### config.mk
export PLATFORM = sky130hd
export DESIGN_NAME = epoch_seconds_to_calendar
export DESIGN_NICKNAME = d
export VERILOG_FILES = /design/src/hdl/e2c_pkg.sv /design/src/hdl/epoch_seconds_to_calendar.sv /design/src/hdl/e2c_pipe_ctl.sv /design/src/hdl/e2c_tod.sv /design/src/hdl/e2c_date.sv
export SDC_FILE = /design/constraint.sdc
export NUM_CORES = 2
export LEC_CHECK = 0
export BUFFER_PORTS_ARGS = -buffer_cell sky130_fd_sc_hd__buf_2
export CAP_MARGIN = 20
export CORE_MARGIN = 3
export CORE_UTILIZATION = 43
export DETAILED_ROUTE_END_ITERATION = 7
export HOLD_SLACK_MARGIN = 0.1
export PLACE_DENSITY = 0.68
export SETUP_SLACK_MARGIN = 0.05
export SLEW_MARGIN = 5
export SYNTH_ARGS = -nofsm -noshare
export SYNTH_HDL_FRONTEND = slang
export SYNTH_SLANG_ARGS = --single-unit
### constraint.sdc
create_clock -name clk -period 9.3 [get_ports clk]
set_clock_uncertainty 0.2 [all_clocks]
set_input_delay 0.465 -clock clk [delete_from_list [all_inputs] [get_ports clk]]
set_output_delay 0.465 -clock clk [all_outputs]
set_load 0.005 [all_outputs]
### src/hdl/e2c_pkg.sv
// Shared types, widths and constants for the epoch seconds to calendar block.
package e2c_pkg;

	// Pipeline depth from input transfer to the output register.
	localparam int STAGES = 9;

	localparam int EPOCH_YEAR_DEF    = 2000;
	localparam int EPOCH_WEEKDAY_DEF = 6;

	localparam int SECS_W     = 32;
	localparam int OFFSET_W   = 17;
	localparam int DAYS_W     = 16;
	localparam int SOD_W      = 17;
	localparam int SOH_W      = 12;
	localparam int YOFF_W     = 8;
	localparam int YEAR_W     = 12;
	localparam int MONTH_W    = 4;
	localparam int DOM_W      = 5;
	localparam int HOUR_W     = 5;
	localparam int MINUTE_W   = 6;
	localparam int SECOND_W   = 6;
	localparam int WEEKDAY_W  = 3;
	localparam int DOY_W      = 9;
	localparam int YSTART_W   = 17;
	localparam int CENT_W     = 5;
	localparam int LCNT_W     = 10;
	localparam int WQ_W       = 14;
	localparam int YEAR_CANDS = 3;

	// Whole days: the seconds are first shifted down by seven, then divided by 675
	// through a reciprocal that is exact for every 25-bit dividend.
	localparam int          DAY_PRE_SHIFT = 7;
	localparam int          DAY_RECIP_W   = 27;
	localparam logic [26:0] DAY_RECIP     = 27'd101806633;
	localparam int          DAY_SHIFT     = 36;
	localparam logic [16:0] SECS_PER_DAY  = 17'd86400;

	localparam int          HOUR_RECIP_W  = 21;
	localparam logic [20:0] HOUR_RECIP    = 21'd1193047;
	localparam int          HOUR_SHIFT    = 32;
	localparam logic [11:0] SECS_PER_HOUR = 12'd3600;

	localparam int          MIN_RECIP_W  = 15;
	localparam logic [14:0] MIN_RECIP    = 15'd17477;
	localparam int          MIN_SHIFT    = 20;
	localparam logic [5:0]  SECS_PER_MIN = 6'd60;

	localparam int          WEEK_RECIP_W  = 19;
	localparam logic [18:0] WEEK_RECIP    = 19'd299594;
	localparam int          WEEK_SHIFT    = 21;
	localparam logic [2:0]  DAYS_PER_WEEK = 3'd7;

	// Rough year estimate from the mean Gregorian year length; corrected later.
	localparam int          YEAR_RECIP_W = 16;
	localparam logic [15:0] YEAR_RECIP   = 16'd45934;
	localparam int          YEAR_SHIFT   = 24;

	localparam int          C100_RECIP_W      = 13;
	localparam logic [12:0] C100_RECIP        = 13'd5243;
	localparam int          C100_SHIFT        = 19;
	localparam logic [6:0]  YEARS_PER_CENTURY = 7'd100;
	localparam logic [8:0]  DAYS_PER_YEAR     = 9'd365;

	localparam int         MONTHS = 12;
	localparam logic [3:0] MARCH  = 4'd2;
	localparam logic [8:0] MONTH_START [MONTHS] = '{
		9'd0, 9'd31, 9'd59, 9'd90, 9'd120, 9'd151,
		9'd181, 9'd212, 9'd243, 9'd273, 9'd304, 9'd334
	};

	typedef struct packed {
		logic [STAGES-1:0] load;
		logic [STAGES-1:0] vld;
	} pipe_ctl_t;

endpackage

### src/hdl/epoch_seconds_to_calendar.sv
// Top level: offset register, offset add, day split and the two conversion paths.
//
// Converts a count of seconds since the epoch into Gregorian calendar fields.
// Input channel: in_valid, in_stall, epoch_seconds; a transfer happens when
// in_valid is high and in_stall is low. Output channel: out_valid, out_stall
// and the fields year, month (0 is January), day_of_month, hour, minute,
// second, weekday (0 is Sunday) and day_of_year, one result per input.
// The configuration channel cfg_valid, cfg_ready, utc_offset loads the signed
// offset in seconds that is added before conversion; it is always ready and
// should be written while no item is in flight.
// The block takes one item every cycle while in_stall is low, and the work runs
// through nine register stages, each holding at most one constant multiplier on
// its longest path.
// When the receiver stalls, the result holds on the outputs and the stages
// behind it keep filling; in_stall rises only once all nine stages hold items.
// Reset clears every valid bit and sets the offset to zero.
module epoch_seconds_to_calendar #(
	parameter int EPOCH_YEAR    = e2c_pkg::EPOCH_YEAR_DEF,
	parameter int EPOCH_WEEKDAY = e2c_pkg::EPOCH_WEEKDAY_DEF
) (
	input  logic                                   clk,
	input  logic                                   arst_n,
	input  logic                                   cfg_valid,
	output logic                                   cfg_ready,
	input  logic signed [e2c_pkg::OFFSET_W-1:0]    utc_offset,
	input  logic                                   in_valid,
	output logic                                   in_stall,
	input  logic [e2c_pkg::SECS_W-1:0]             epoch_seconds,
	output logic                                   out_valid,
	input  logic                                   out_stall,
	output logic [e2c_pkg::YEAR_W-1:0]             year,
	output logic [e2c_pkg::MONTH_W-1:0]            month,
	output logic [e2c_pkg::DOM_W-1:0]              day_of_month,
	output logic [e2c_pkg::HOUR_W-1:0]             hour,
	output logic [e2c_pkg::MINUTE_W-1:0]           minute,
	output logic [e2c_pkg::SECOND_W-1:0]           second,
	output logic [e2c_pkg::WEEKDAY_W-1:0]          weekday,
	output logic [e2c_pkg::DOY_W-1:0]              day_of_year
);

	localparam int TW  = e2c_pkg::SECS_W;
	localparam int OW  = e2c_pkg::OFFSET_W;
	localparam int XW  = e2c_pkg::SECS_W - e2c_pkg::DAY_PRE_SHIFT;
	localparam int PW  = XW + e2c_pkg::DAY_RECIP_W;
	localparam int DW  = e2c_pkg::DAYS_W;
	localparam int SW  = e2c_pkg::SOD_W;

	e2c_pkg::pipe_ctl_t ctl;

	logic signed [OW-1:0] utc_offset_q;
	logic [TW-1:0]        offset_ext;
	logic [PW-1:0]        day_prod;
	logic [TW-1:0]        t_s1;
	logic [DW-1:0]        days_s2;
	logic [SW-1:0]        sod_s2;

	assign cfg_ready = 1'b1;

	always_ff @(posedge clk or negedge arst_n) begin
		if (!arst_n) begin
			utc_offset_q <= '0;
		end else if (cfg_valid && cfg_ready) begin
			utc_offset_q <= utc_offset;
		end
	end

	e2c_pipe_ctl u_ctl (
		.clk       (clk),
		.arst_n    (arst_n),
		.in_valid  (in_valid),
		.in_stall  (in_stall),
		.out_valid (out_valid),
		.out_stall (out_stall),
		.ctl       (ctl)
	);

	// The sum wraps modulo two to the thirty-second by construction.
	assign offset_ext = {{(TW - OW){utc_offset_q[OW-1]}}, utc_offset_q};

	always_ff @(posedge clk) begin
		if (ctl.load[0]) begin
			t_s1 <= epoch_seconds + offset_ext;
		end
	end

	// Whole days as (t / 128) / 675 through an exact reciprocal.
	assign day_prod = PW'(t_s1[TW-1:e2c_pkg::DAY_PRE_SHIFT]) * PW'(e2c_pkg::DAY_RECIP);

	always_ff @(posedge clk) begin
		if (ctl.load[1]) begin
			days_s2 <= day_prod[e2c_pkg::DAY_SHIFT +: DW];
			sod_s2  <= t_s1[SW-1:0];
		end
	end

	e2c_tod u_tod (
		.clk    (clk),
		.ctl    (ctl),
		.sod_lo (sod_s2),
		.days   (days_s2),
		.hour   (hour),
		.minute (minute),
		.second (second)
	);

	e2c_date #(
		.EPOCH_YEAR    (EPOCH_YEAR),
		.EPOCH_WEEKDAY (EPOCH_WEEKDAY)
	) u_date (
		.clk          (clk),
		.ctl          (ctl),
		.days         (days_s2),
		.year         (year),
		.month        (month),
		.day_of_month (day_of_month),
		.weekday      (weekday),
		.day_of_year  (day_of_year)
	);

endmodule

### src/hdl/e2c_pipe_ctl.sv
// Valid bits and per-stage load enables of the conversion pipeline.
module e2c_pipe_ctl (
	input  logic                clk,
	input  logic                arst_n,
	input  logic                in_valid,
	output logic                in_stall,
	output logic                out_valid,
	input  logic                out_stall,
	output e2c_pkg::pipe_ctl_t  ctl
);

	localparam int N = e2c_pkg::STAGES;

	logic [N-1:0] vld_q;
	logic [N-1:0] load;
	logic [N-1:0] vld_next;

	// A stage may load when it is empty or when the stage after it moves on,
	// so bubbles are squeezed out while the receiver stalls.
	always_comb begin
		load[N-1] = !vld_q[N-1] || !out_stall;
		for (int k = N - 2; k >= 0; k--) begin
			load[k] = !vld_q[k] || load[k+1];
		end
	end

	assign vld_next = {vld_q[N-2:0], in_valid};

	always_ff @(posedge clk or negedge arst_n) begin
		if (!arst_n) begin
			vld_q <= '0;
		end else begin
			vld_q <= (load & vld_next) | (~load & vld_q);
		end
	end

	assign in_stall  = !load[0];
	assign out_valid = vld_q[N-1];
	assign ctl.load  = load;
	assign ctl.vld   = vld_q;

`ifndef NO_ASSERTIONS
	a_stall_only_full: assert property (@(posedge clk) disable iff (!arst_n)
		in_stall |-> ((&vld_q) && out_stall))
		else $error("input stalled while the pipeline had room");

	a_occupancy: assert property (@(posedge clk) disable iff (!arst_n)
		$past(arst_n) |-> ($countones(vld_q) == $past($countones(vld_q))
			+ int'($past(in_valid && !in_stall)) - int'($past(out_valid && !out_stall))))
		else $error("item count in the pipeline does not match the transfers");

	a_first_hold: assert property (@(posedge clk) disable iff (!arst_n)
		(vld_q[0] && !load[1]) |=> vld_q[0])
		else $error("first stage dropped an item while blocked");
`endif

endmodule

### src/hdl/e2c_tod.sv
// Time-of-day path: second of day, then hour, minute and second.
module e2c_tod (
	input  logic                                 clk,
	input  e2c_pkg::pipe_ctl_t                   ctl,
	input  logic [e2c_pkg::SOD_W-1:0]            sod_lo,
	input  logic [e2c_pkg::DAYS_W-1:0]           days,
	output logic [e2c_pkg::HOUR_W-1:0]           hour,
	output logic [e2c_pkg::MINUTE_W-1:0]         minute,
	output logic [e2c_pkg::SECOND_W-1:0]         second
);

	localparam int SW  = e2c_pkg::SOD_W;
	localparam int HW  = e2c_pkg::SOH_W;
	localparam int DPW = e2c_pkg::DAYS_W + e2c_pkg::SOD_W;
	localparam int HPW = e2c_pkg::SOD_W + e2c_pkg::HOUR_RECIP_W;
	localparam int MPW = e2c_pkg::SOH_W + e2c_pkg::MIN_RECIP_W;
	localparam int HRW = e2c_pkg::HOUR_W;
	localparam int MNW = e2c_pkg::MINUTE_W;
	localparam int SCW = e2c_pkg::SECOND_W;

	logic [DPW-1:0] day_prod;
	logic [HPW-1:0] hour_prod;
	logic [SW-1:0]  hour_secs;
	logic [MPW-1:0] min_prod;
	logic [HW-1:0]  min_secs;

	logic [SW-1:0]  sod_s3, sod_s4;
	logic [HRW-1:0] hour_s4, hour_s5, hour_s6, hour_s7, hour_s8, hour_s9;
	logic [HW-1:0]  soh_s5, soh_s6;
	logic [MNW-1:0] minute_s6, minute_s7, minute_s8, minute_s9;
	logic [SCW-1:0] second_s7, second_s8, second_s9;

	// Only the low bits matter: the true remainder is below one day.
	assign day_prod  = DPW'(days) * DPW'(e2c_pkg::SECS_PER_DAY);
	assign hour_prod = HPW'(sod_s3) * HPW'(e2c_pkg::HOUR_RECIP);
	assign hour_secs = SW'(hour_s4) * SW'(e2c_pkg::SECS_PER_HOUR);
	assign min_prod  = MPW'(soh_s5) * MPW'(e2c_pkg::MIN_RECIP);
	assign min_secs  = HW'(minute_s6) * HW'(e2c_pkg::SECS_PER_MIN);

	always_ff @(posedge clk) begin
		if (ctl.load[2]) begin
			sod_s3 <= sod_lo - day_prod[SW-1:0];
		end
	end

	always_ff @(posedge clk) begin
		if (ctl.load[3]) begin
			hour_s4 <= hour_prod[e2c_pkg::HOUR_SHIFT +: HRW];
			sod_s4  <= sod_s3;
		end
	end

	always_ff @(posedge clk) begin
		if (ctl.load[4]) begin
			soh_s5  <= HW'(sod_s4 - hour_secs);
			hour_s5 <= hour_s4;
		end
	end

	always_ff @(posedge clk) begin
		if (ctl.load[5]) begin
			minute_s6 <= min_prod[e2c_pkg::MIN_SHIFT +: MNW];
			soh_s6    <= soh_s5;
			hour_s6   <= hour_s5;
		end
	end

	always_ff @(posedge clk) begin
		if (ctl.load[6]) begin
			second_s7 <= SCW'(soh_s6 - min_secs);
			minute_s7 <= minute_s6;
			hour_s7   <= hour_s6;
		end
	end

	always_ff @(posedge clk) begin
		if (ctl.load[7]) begin
			second_s8 <= second_s7;
			minute_s8 <= minute_s7;
			hour_s8   <= hour_s7;
		end
	end

	always_ff @(posedge clk) begin
		if (ctl.load[8]) begin
			second_s9 <= second_s8;
			minute_s9 <= minute_s8;
			hour_s9   <= hour_s8;
		end
	end

	assign hour   = hour_s9;
	assign minute = minute_s9;
	assign second = second_s9;

endmodule

### src/hdl/e2c_date.sv
// Date path: weekday, year with leap correction, day of year, month and day.
module e2c_date #(
	parameter int EPOCH_YEAR    = e2c_pkg::EPOCH_YEAR_DEF,
	parameter int EPOCH_WEEKDAY = e2c_pkg::EPOCH_WEEKDAY_DEF
) (
	input  logic                                 clk,
	input  e2c_pkg::pipe_ctl_t                   ctl,
	input  logic [e2c_pkg::DAYS_W-1:0]           days,
	output logic [e2c_pkg::YEAR_W-1:0]           year,
	output logic [e2c_pkg::MONTH_W-1:0]          month,
	output logic [e2c_pkg::DOM_W-1:0]            day_of_month,
	output logic [e2c_pkg::WEEKDAY_W-1:0]        weekday,
	output logic [e2c_pkg::DOY_W-1:0]            day_of_year
);

	localparam int DW   = e2c_pkg::DAYS_W;
	localparam int WSW  = e2c_pkg::DAYS_W + 1;
	localparam int WPW  = WSW + e2c_pkg::WEEK_RECIP_W;
	localparam int YPW  = e2c_pkg::DAYS_W + e2c_pkg::YEAR_RECIP_W;
	localparam int YOW  = e2c_pkg::YOFF_W;
	localparam int YW   = e2c_pkg::YEAR_W;
	localparam int CPW  = e2c_pkg::YEAR_W + e2c_pkg::C100_RECIP_W;
	localparam int CW   = e2c_pkg::CENT_W;
	localparam int LW   = e2c_pkg::LCNT_W;
	localparam int STW  = e2c_pkg::YSTART_W;
	localparam int DYW  = e2c_pkg::DOY_W;
	localparam int MW   = e2c_pkg::MONTH_W;
	localparam int DMW  = e2c_pkg::DOM_W;
	localparam int WDW  = e2c_pkg::WEEKDAY_W;
	localparam int WQW  = e2c_pkg::WQ_W;
	localparam int NC   = e2c_pkg::YEAR_CANDS;

	// Leap years up to and including the year before the epoch.
	localparam int EPOCH_PREV   = EPOCH_YEAR - 1;
	localparam int LEAPS_BEFORE = EPOCH_PREV / 4 - EPOCH_PREV / 100 + EPOCH_PREV / 400;

	logic [WSW-1:0] wsum;
	logic [WPW-1:0] wprod;
	logic [YPW-1:0] yprod;
	logic [YOW-1:0] ycand;
	logic [YW-1:0]  yr [NC];
	logic [CPW-1:0] cprod [NC];
	logic [LW-1:0]  lcnt [NC];
	logic           leap [NC];
	logic [STW-1:0] ystart [NC];
	logic [STW-1:0] dext;
	logic [1:0]     sel;
	logic [MW-1:0]  mcount;
	logic [DYW-1:0] mstart;

	logic [WSW-1:0] wsum_s3;
	logic [WQW-1:0] wq_s3;
	logic [YOW-1:0] ye_s3;
	logic [DW-1:0]  days_s3, days_s4, days_s5, days_s6;
	logic [WDW-1:0] weekday_s4, weekday_s5, weekday_s6, weekday_s7, weekday_s8, weekday_s9;
	logic [YOW-1:0] yc_s4, yc_s5, yc_s6;
	logic [YW-1:0]  yr_s4 [NC];
	logic [CW-1:0]  cent_s4 [NC];
	logic [LW-1:0]  lcnt_s5 [NC];
	logic           leap_s5 [NC];
	logic           leap_s6 [NC];
	logic [STW-1:0] start_s6 [NC];
	logic [YW-1:0]  year_s7, year_s8, year_s9;
	logic [DYW-1:0] doy_s7, doy_s8, doy_s9;
	logic           leap_s7, leap_s8;
	logic [MW-1:0]  month_s8, month_s9;
	logic [DMW-1:0] dom_s9;

	// Stage 3: reciprocal products for the weekday and the year estimate.
	assign wsum  = WSW'(days) + WSW'(EPOCH_WEEKDAY);
	assign wprod = WPW'(wsum) * WPW'(e2c_pkg::WEEK_RECIP);
	assign yprod = YPW'(days) * YPW'(e2c_pkg::YEAR_RECIP);

	always_ff @(posedge clk) begin
		if (ctl.load[2]) begin
			wsum_s3 <= wsum;
			wq_s3   <= wprod[e2c_pkg::WEEK_SHIFT +: WQW];
			ye_s3   <= yprod[e2c_pkg::YEAR_SHIFT +: YOW];
			days_s3 <= days;
		end
	end

	// Stage 4: the true year lies within one of the estimate, so three
	// neighbouring candidates are examined, each with its century count.
	always_comb begin
		ycand = (ye_s3 == '0) ? '0 : ye_s3 - 1'b1;
		for (int k = 0; k < NC; k++) begin
			yr[k]    = YW'(EPOCH_YEAR) + YW'(ycand) + YW'(k);
			cprod[k] = CPW'(yr[k]) * CPW'(e2c_pkg::C100_RECIP);
		end
	end

	always_ff @(posedge clk) begin
		if (ctl.load[3]) begin
			weekday_s4 <= WDW'(wsum_s3 - WSW'(wq_s3) * WSW'(e2c_pkg::DAYS_PER_WEEK));
			yc_s4      <= ycand;
			days_s4    <= days_s3;
			for (int k = 0; k < NC; k++) begin
				yr_s4[k]   <= yr[k];
				cent_s4[k] <= cprod[k][e2c_pkg::C100_SHIFT +: CW];
			end
		end
	end

	// Stage 5: leap flag and running leap count of each candidate year.
	always_comb begin
		for (int k = 0; k < NC; k++) begin
			lcnt[k] = LW'(yr_s4[k][YW-1:2]) - LW'(cent_s4[k]) + LW'(cent_s4[k][CW-1:2]);
			leap[k] = (yr_s4[k][1:0] == 2'b00)
				&& ((yr_s4[k] != YW'(cent_s4[k]) * YW'(e2c_pkg::YEARS_PER_CENTURY))
				|| (cent_s4[k][1:0] == 2'b00));
		end
	end

	always_ff @(posedge clk) begin
		if (ctl.load[4]) begin
			weekday_s5 <= weekday_s4;
			yc_s5      <= yc_s4;
			days_s5    <= days_s4;
			for (int k = 0; k < NC; k++) begin
				lcnt_s5[k] <= lcnt[k];
				leap_s5[k] <= leap[k];
			end
		end
	end

	// Stage 6: first day of each candidate year, counted from the epoch.
	always_comb begin
		for (int k = 0; k < NC; k++) begin
			ystart[k] = (STW'(yc_s5) + STW'(k)) * STW'(e2c_pkg::DAYS_PER_YEAR)
				+ STW'(lcnt_s5[k]) - STW'(leap_s5[k]) - STW'(LEAPS_BEFORE);
		end
	end

	always_ff @(posedge clk) begin
		if (ctl.load[5]) begin
			weekday_s6 <= weekday_s5;
			yc_s6      <= yc_s5;
			days_s6    <= days_s5;
			for (int k = 0; k < NC; k++) begin
				start_s6[k] <= ystart[k];
				leap_s6[k]  <= leap_s5[k];
			end
		end
	end

	// Stage 7: pick the candidate whose year contains the day count.
	always_comb begin
		dext = STW'(days_s6);
		if (dext >= start_s6[2]) begin
			sel = 2'd2;
		end else if (dext >= start_s6[1]) begin
			sel = 2'd1;
		end else begin
			sel = 2'd0;
		end
	end

	always_ff @(posedge clk) begin
		if (ctl.load[6]) begin
			year_s7    <= YW'(EPOCH_YEAR) + YW'(yc_s6) + YW'(sel);
			doy_s7     <= DYW'(dext - start_s6[sel]);
			leap_s7    <= leap_s6[sel];
			weekday_s7 <= weekday_s6;
		end
	end

	// Stage 8: month from the count of month starts already passed.
	always_comb begin
		mcount = '0;
		for (int m = 1; m < e2c_pkg::MONTHS; m++) begin
			if (doy_s7 >= e2c_pkg::MONTH_START[m] + DYW'(leap_s7 && (m >= e2c_pkg::MARCH))) begin
				mcount = mcount + 1'b1;
			end
		end
	end

	always_ff @(posedge clk) begin
		if (ctl.load[7]) begin
			month_s8   <= mcount;
			doy_s8     <= doy_s7;
			leap_s8    <= leap_s7;
			year_s8    <= year_s7;
			weekday_s8 <= weekday_s7;
		end
	end

	// Stage 9: day within the month.
	assign mstart = e2c_pkg::MONTH_START[month_s8]
		+ DYW'(leap_s8 && (month_s8 >= e2c_pkg::MARCH));

	always_ff @(posedge clk) begin
		if (ctl.load[8]) begin
			dom_s9     <= DMW'(doy_s8 - mstart + 1'b1);
			month_s9   <= month_s8;
			doy_s9     <= doy_s8;
			year_s9    <= year_s8;
			weekday_s9 <= weekday_s8;
		end
	end

	assign year         = year_s9;
	assign month        = month_s9;
	assign day_of_month = dom_s9;
	assign weekday      = weekday_s9;
	assign day_of_year  = doy_s9;

endmodule

======== Yosys cells after proc, flatten, opt, wreduce, memory -nomap -nowiden ========
Memory sizes are Yosys's and may differ from the RTL's. A register that Yosys moved wholly into a read port is not among the register bits.
Cells that the tools add are included.
storage, ports and cells
  flip-flop bits (word level) ............. 418
  latch bits .............................. 0
  bits in writable memories ............... 138
  ROM bits ................................ 144
  input port bits ......................... 54
  output and inout port bits .............. 53
  memories ................................ 7
memory list
  name              depth  bits a word  read ports  clocked after memory_dff  write ports  RTL line         text
  (name not given)  16     9            1           0                         0            e2c_date.sv:189  assign mstart = e2c_pkg::MONTH_START[month_s8]
  u_date.start_s6   3      17           3           0                         3            e2c_date.sv:62   logic [STW-1:0] start_s6 [NC];
  u_date.yr_s4      3      12           3           0                         3            e2c_date.sv:57   logic [YW-1:0] yr_s4 [NC];
  u_date.lcnt_s5    3      10           3           0                         3            e2c_date.sv:59   logic [LW-1:0] lcnt_s5 [NC];
  u_date.cent_s4    3      5            3           0                         3            e2c_date.sv:58   logic [CW-1:0] cent_s4 [NC];
  u_date.leap_s5    3      1            3           0                         3            e2c_date.sv:60   logic leap_s5 [NC];
  +1 memories       --     --           --          --                        --           --
operators by class
  $add $sub $neg .......................... 53
  $mul .................................... 18
  div/mod/pow operators ................... 0
  magnitude comparators ................... 15
  eq/ne operators ......................... 3
  shift operators ......................... 0
  muxes and demuxes ....................... 22
  bitwise gates (word level) .............. 5
  reductions and logical operators ........ 34
operators by type and width
  operator                  number
  $ge A9 B9 Y1              10
  $mul A12 B13 Y24 const B  3
  $mul A25 B27 Y52 const B  1
  $add A17 B10 Y17          3
  $sub A17 B1 Y17           3
  $sub A17 B9 Y17 const B   3
  $mux W4                   10
  $mul A17 B21 Y37 const B  1
  $add A4 B1 Y4 const B     9
  $add A8 B1 Y9 const A     4
  $ne A12 B12 Y1            3
  $ge A16 B17 Y1            2
  $mul A17 B18 Y34 const B  1
  $mul A17 B9 Y17 const B   2
  $add A32 B32 Y32          1
  $mul A16 B15 Y31 const B  1
  $add A10 B3 Y10           3
  $mul A5 B5 Y10 const B    3
  $sub A10 B5 Y10           3
  $add A9 B1 Y9 const A     3
  $mul A12 B15 Y26 const B  1
  $add A11 B8 Y12 const A   2
  $and A9 B9 Y9             2
  $add A16 B3 Y17 const B   1
  37 further kinds          75

======== Depth between registers and ports, before layout ========
  depth after elaboration ................. 22
  depth in mapped cells ................... 43

======== Cells and area by module ========
From an unflattened synthesis, not the netlist that was laid out.
unflattened totals
  cell total of the unflattened synthesis .. 5571
  area, all modules ....................... 62095.8 um2
modules (own cells, without submodules)
  module                     instances  cells each  area each (um2)
  e2c_date                   1          3256        36164.7
  epoch_seconds_to_calendar  1          1304        13827.0
  e2c_tod                    1          978         11716.2
  e2c_pipe_ctl               1          33          387.9

======== Worst setup path before layout ========
No wires, ideal clock.
  path type ............................... register to register
  start ................................... reg u_date.ye_s3[0]
  end ..................................... mem u_date.cent_s4[0][9] (netlist bit) (data pin)
  setup time .............................. 260 ps
  data arrival time ....................... 7769 ps
  data required time ...................... 8840 ps
  slack ................................... 1071 ps
  cell stages (with the launch flop) ...... 40
  buffers on the path ..................... 3
  cells stage by stage .................... edfxtp_1 > clkbuf_1 > inv_1 > ha_1 > nor2b_1 > nand2_1 > nor2_1 > or2_1 > buf_2 > inv_1 > ha_1 > nand2b_1 > or2_1 > buf_4 > inv_1 > ha_1 > inv_1 > nor2_1 > (+4 left out) > xor2_1 > ha_1 > inv_1 > fa_1 > inv_1 > fa_1 > inv_1 > fa_1 > inv_1 > ha_1 > a21o_1 > nand2_1 > a21oi_1 > a211oi_1 > o21ai_1 > a21o_1 > a21oi_1 > xnor2_1
RTL lines
  item                      RTL line        text
  start: declaration        e2c_date.sv:53  logic [YOW-1:0] ye_s3;
  start signal: assignment  e2c_date.sv:78  ye_s3 <= yprod[e2c_pkg::YEAR_SHIFT +: YOW];
  end: declaration          e2c_date.sv:58

==> results.toml <==
[worst_setup_path]
critical_path_required_ns = 9.52
worstRegToRegCells = 40
crit_fanout = 8
start_kind = "flip-flop"
max_stage_delay_ns = 0.54
cp_num_cells = 40
cp-end-kind = "flip-flop"
worstPathBufferInverterCount = 9
cp_common_cell = "ha_1"
cpMaxStageDelayCell = "fa_1"
crit_type = "flip-flop to flip-flop"
rrSetupSlack_ns = 0.83
critical_path_arrival_ns = 8.68
cp_top_family = "adder cells"

[global_routing]
grt_use_met2_pct = 30.6
met1_usage_pct = 24.7
antenna_found_initial = 2
use_met3_pct = 2.05
gr-total-overflow = 0
grt_pass1_wl_um = 210000
grt_pass1_vias = 40000
busiest_layer = "met2"
grt_use_total_pct = 17.9
grt_max_degree = 78

[die]
dieArea_um2 = 146000
coreArea_um2 = 140000
rows = 137
initial_core_util_pct = 43.4
pin_count = 107
die_h_um = 382
die_w_um = 382

[timing]
hold_viol_final = 0
tns_ns = 0
setup_violations = 0
fin_crit_ns = 8.47
tightest_slew_ns = 1.05
timing.final.crit_share_pct = 91.1
maxSlewViolCount = 0
rsz0062_at_grt = "false"
fmax_mhz = 118
relSlewSlack_pct = 29.4

[cells_and_area]
syn_to_final_growth_pct = 9.21
diodes = 0
drive_gt1_share_pct = 5.51
n_fill_cell = 12700
nNetsFinal = 7648

[logic_synthesis]
yosysMostFrequentCell = "inv_1"
syn_nets = 7422
yosysSeqAreaShare_pct = 26.0
synth_top_cell_by_area = "ha_1"
postSynthAreaPerCell_um2 = 11.3
synth_area_um2 = 60800
synth.distinct_cells = 90
synth_common_cells = "inv_1, ha_1, fa_1"
yosys_warnings = 0
ys.flop_type = "edfxtp_1"
synth-async-reset-ratio_pct = 4.91
synthTopCellsByArea = "ha_1, edfxtp_1, fa_1"
synth_top_cell_area_share_pct = 27.1
synthCells = 5376
ys_seq_elements = 530
synth_edf_count = 504

[clock_tree]
cts.sinks = 530
insertion_delay_ns = 0.67
cts_tree = "yes"
htreeDepth = 2
tritoncts.num_buffers = 59
cts_setup_buffers = 0
clk_pin_slew_worst_paths_ns = 0.07
cts_buffer_depth = 3
clock-root-buffer = "clkbuf_16"

[drt]
dr.pass1.iters = 7
drc_errors = 0
postRouteAntennaNets = 0
vias_per_cell = 4.90
routedWlPerCell_um = 16.8
vias = 36900
wirelength_um = 126000
drt-initial-drc-count = 1656

[place]
place_congestion = 0.904
dpl.hpwl_um = 105000
port_buffers = 105

[min_path]
hold_depth = 3
min_path_type = "input port to flip-flop"

[outcome]
outcome = "finished clean"

[job]
maxCapViolCount = 0
[per-layer routing]
layer / routed length, µm / part of all wire, %
met1: 58600 / 46
met4: 2220 / 1.8
met5: 0 / 0
met3: 4630 / 3.7
met2: 60700 / 48
[registers in the layout, summed over array words and instances, names as in the netlist, 15 cells and up, named ones only]
| signal | flops |
|---|---|
| days_s2 | 16 |
| sod_s2 | 17 |
| t_s1 | 32 |
| u_date.cent_s4 | 15 |
| u_date.days_s3 | 16 |
| u_date.days_s4 | 16 |
| u_date.days_s5 | 16 |
| u_date.days_s6 | 16 |
| u_date.lcnt_s5 | 29 |
| u_date.start_s6 | 43 |
| u_date.yr_s4 | 30 |
| u_tod.sod_s3 | 17 |
| utc_offset_q | 17 |
[worst paths after layout]
path                                    from                    endpoint
hold reg to reg            u_date.days_s3[9]           u_date.days_s4[9]
setup / recovery             u_date.ye_s3[0]       u_date.cent_s4[0][14]
setup reg to reg             u_date.ye_s3[0]       u_date.cent_s4[0][14]
max in group asynchronous             arst_n  asynchronous set/reset pin
min in group asynchronous             arst_n            utc_offset_q[11]
hold / removal              epoch_seconds[9]                     t_s1[9]
[layout by cell type, fill, tap and decap left out, types with 28 or more instances in the layout]
| cell | n |
|---|---|
| clkbuf_16 | 59 |
| edfxtp_1 | 504 |
| nor2_1 | 155 |
| o21bai_1 | 28 |
| inv_1 | 1347 |
| nand2b_1 | 33 |
| nand2_1 | 116 |
| o21a_1 | 29 |
| xor2_1 | 77 |
| xnor2_1 | 248 |
| a21oi_1 | 180 |
| mux2_2 | 28 |
| nor2b_1 | 43 |
| ha_1 | 1316 |
| fa_1 | 676 |
| dlygate4sd3_1 | 46 |
| a21o_1 | 110 |
| buf_2 | 105 |
| nand3_1 | 40 |
| o21ai_0 | 87 |
| buf_4 | 28 |
[kinds of logic after synthesis]
| kind of cell | after synthesis | synth area share [%] |
|---|---|---|
| mux | 36 | 0.651 |
| flops | 530 | 26.0 |
| compound gates | 574 | 6.14 |
| xor+xnor | 334 | 4.95 |
| fa+ha+maj | 1992 | 49.4 |
| buf+inv | 1374 | 8.53 |
| other cells | 1 | 0.00617 |
| simple gates | 535 | 4.37 |
[area by class of cell]
class | count | area (µm²) | area share (%)
multi-input combinational | 3472 | 39900 | 60.1
inverter | 1357 | 5090 | 7.68
clock inverter | 42 | 508 | 0.766
tap | 1876 | 2350 | 3.54
sequential | 530 | 15800 | 23.8
timing repair buffer | 182 | 1260 | 1.90
clock buffer | 66 | 1500 | 2.26
[per-stage QoR]
| stage | hold WS [ns] | setup slack (ns) | util [%] | std cells | cell area (µm²) |
|---|---|---|---|---|---|
| after global placement | 0.200 | 0.612 | 45.6 | 7368 | 63800 |
| after detailed placement | 0.205 | 0.351 | 45.6 | 7369 | 63800 |
| after global routing | 0.161 | 0.102 | 47.4 | 7525 | 66400 |
| after CTS | 0.101 | 0.330 | 47.4 | 7523 | 66300 |
| after floorplan | -0.0306 | 1.07 | - | 5376 | 60800 |
| final | 0.148 | 0.831 | 47.4 | 7525 | 66400 |
[timing repair]
action,in CTS,in global routing
hold buffers,46,0
resized for setup,0,6
setup endpoints to repair,0,7
endpoints found under the hold margin,54,0
[tightest hold or removal path, stage by stage]
cell     delay [ns]
buf_2          0.08
ha_1           0.22
xnor2_1        0.15
Power is not shown: default switching activity piles up to over one toggle a cycle in this logic, so the estimate is an artifact.
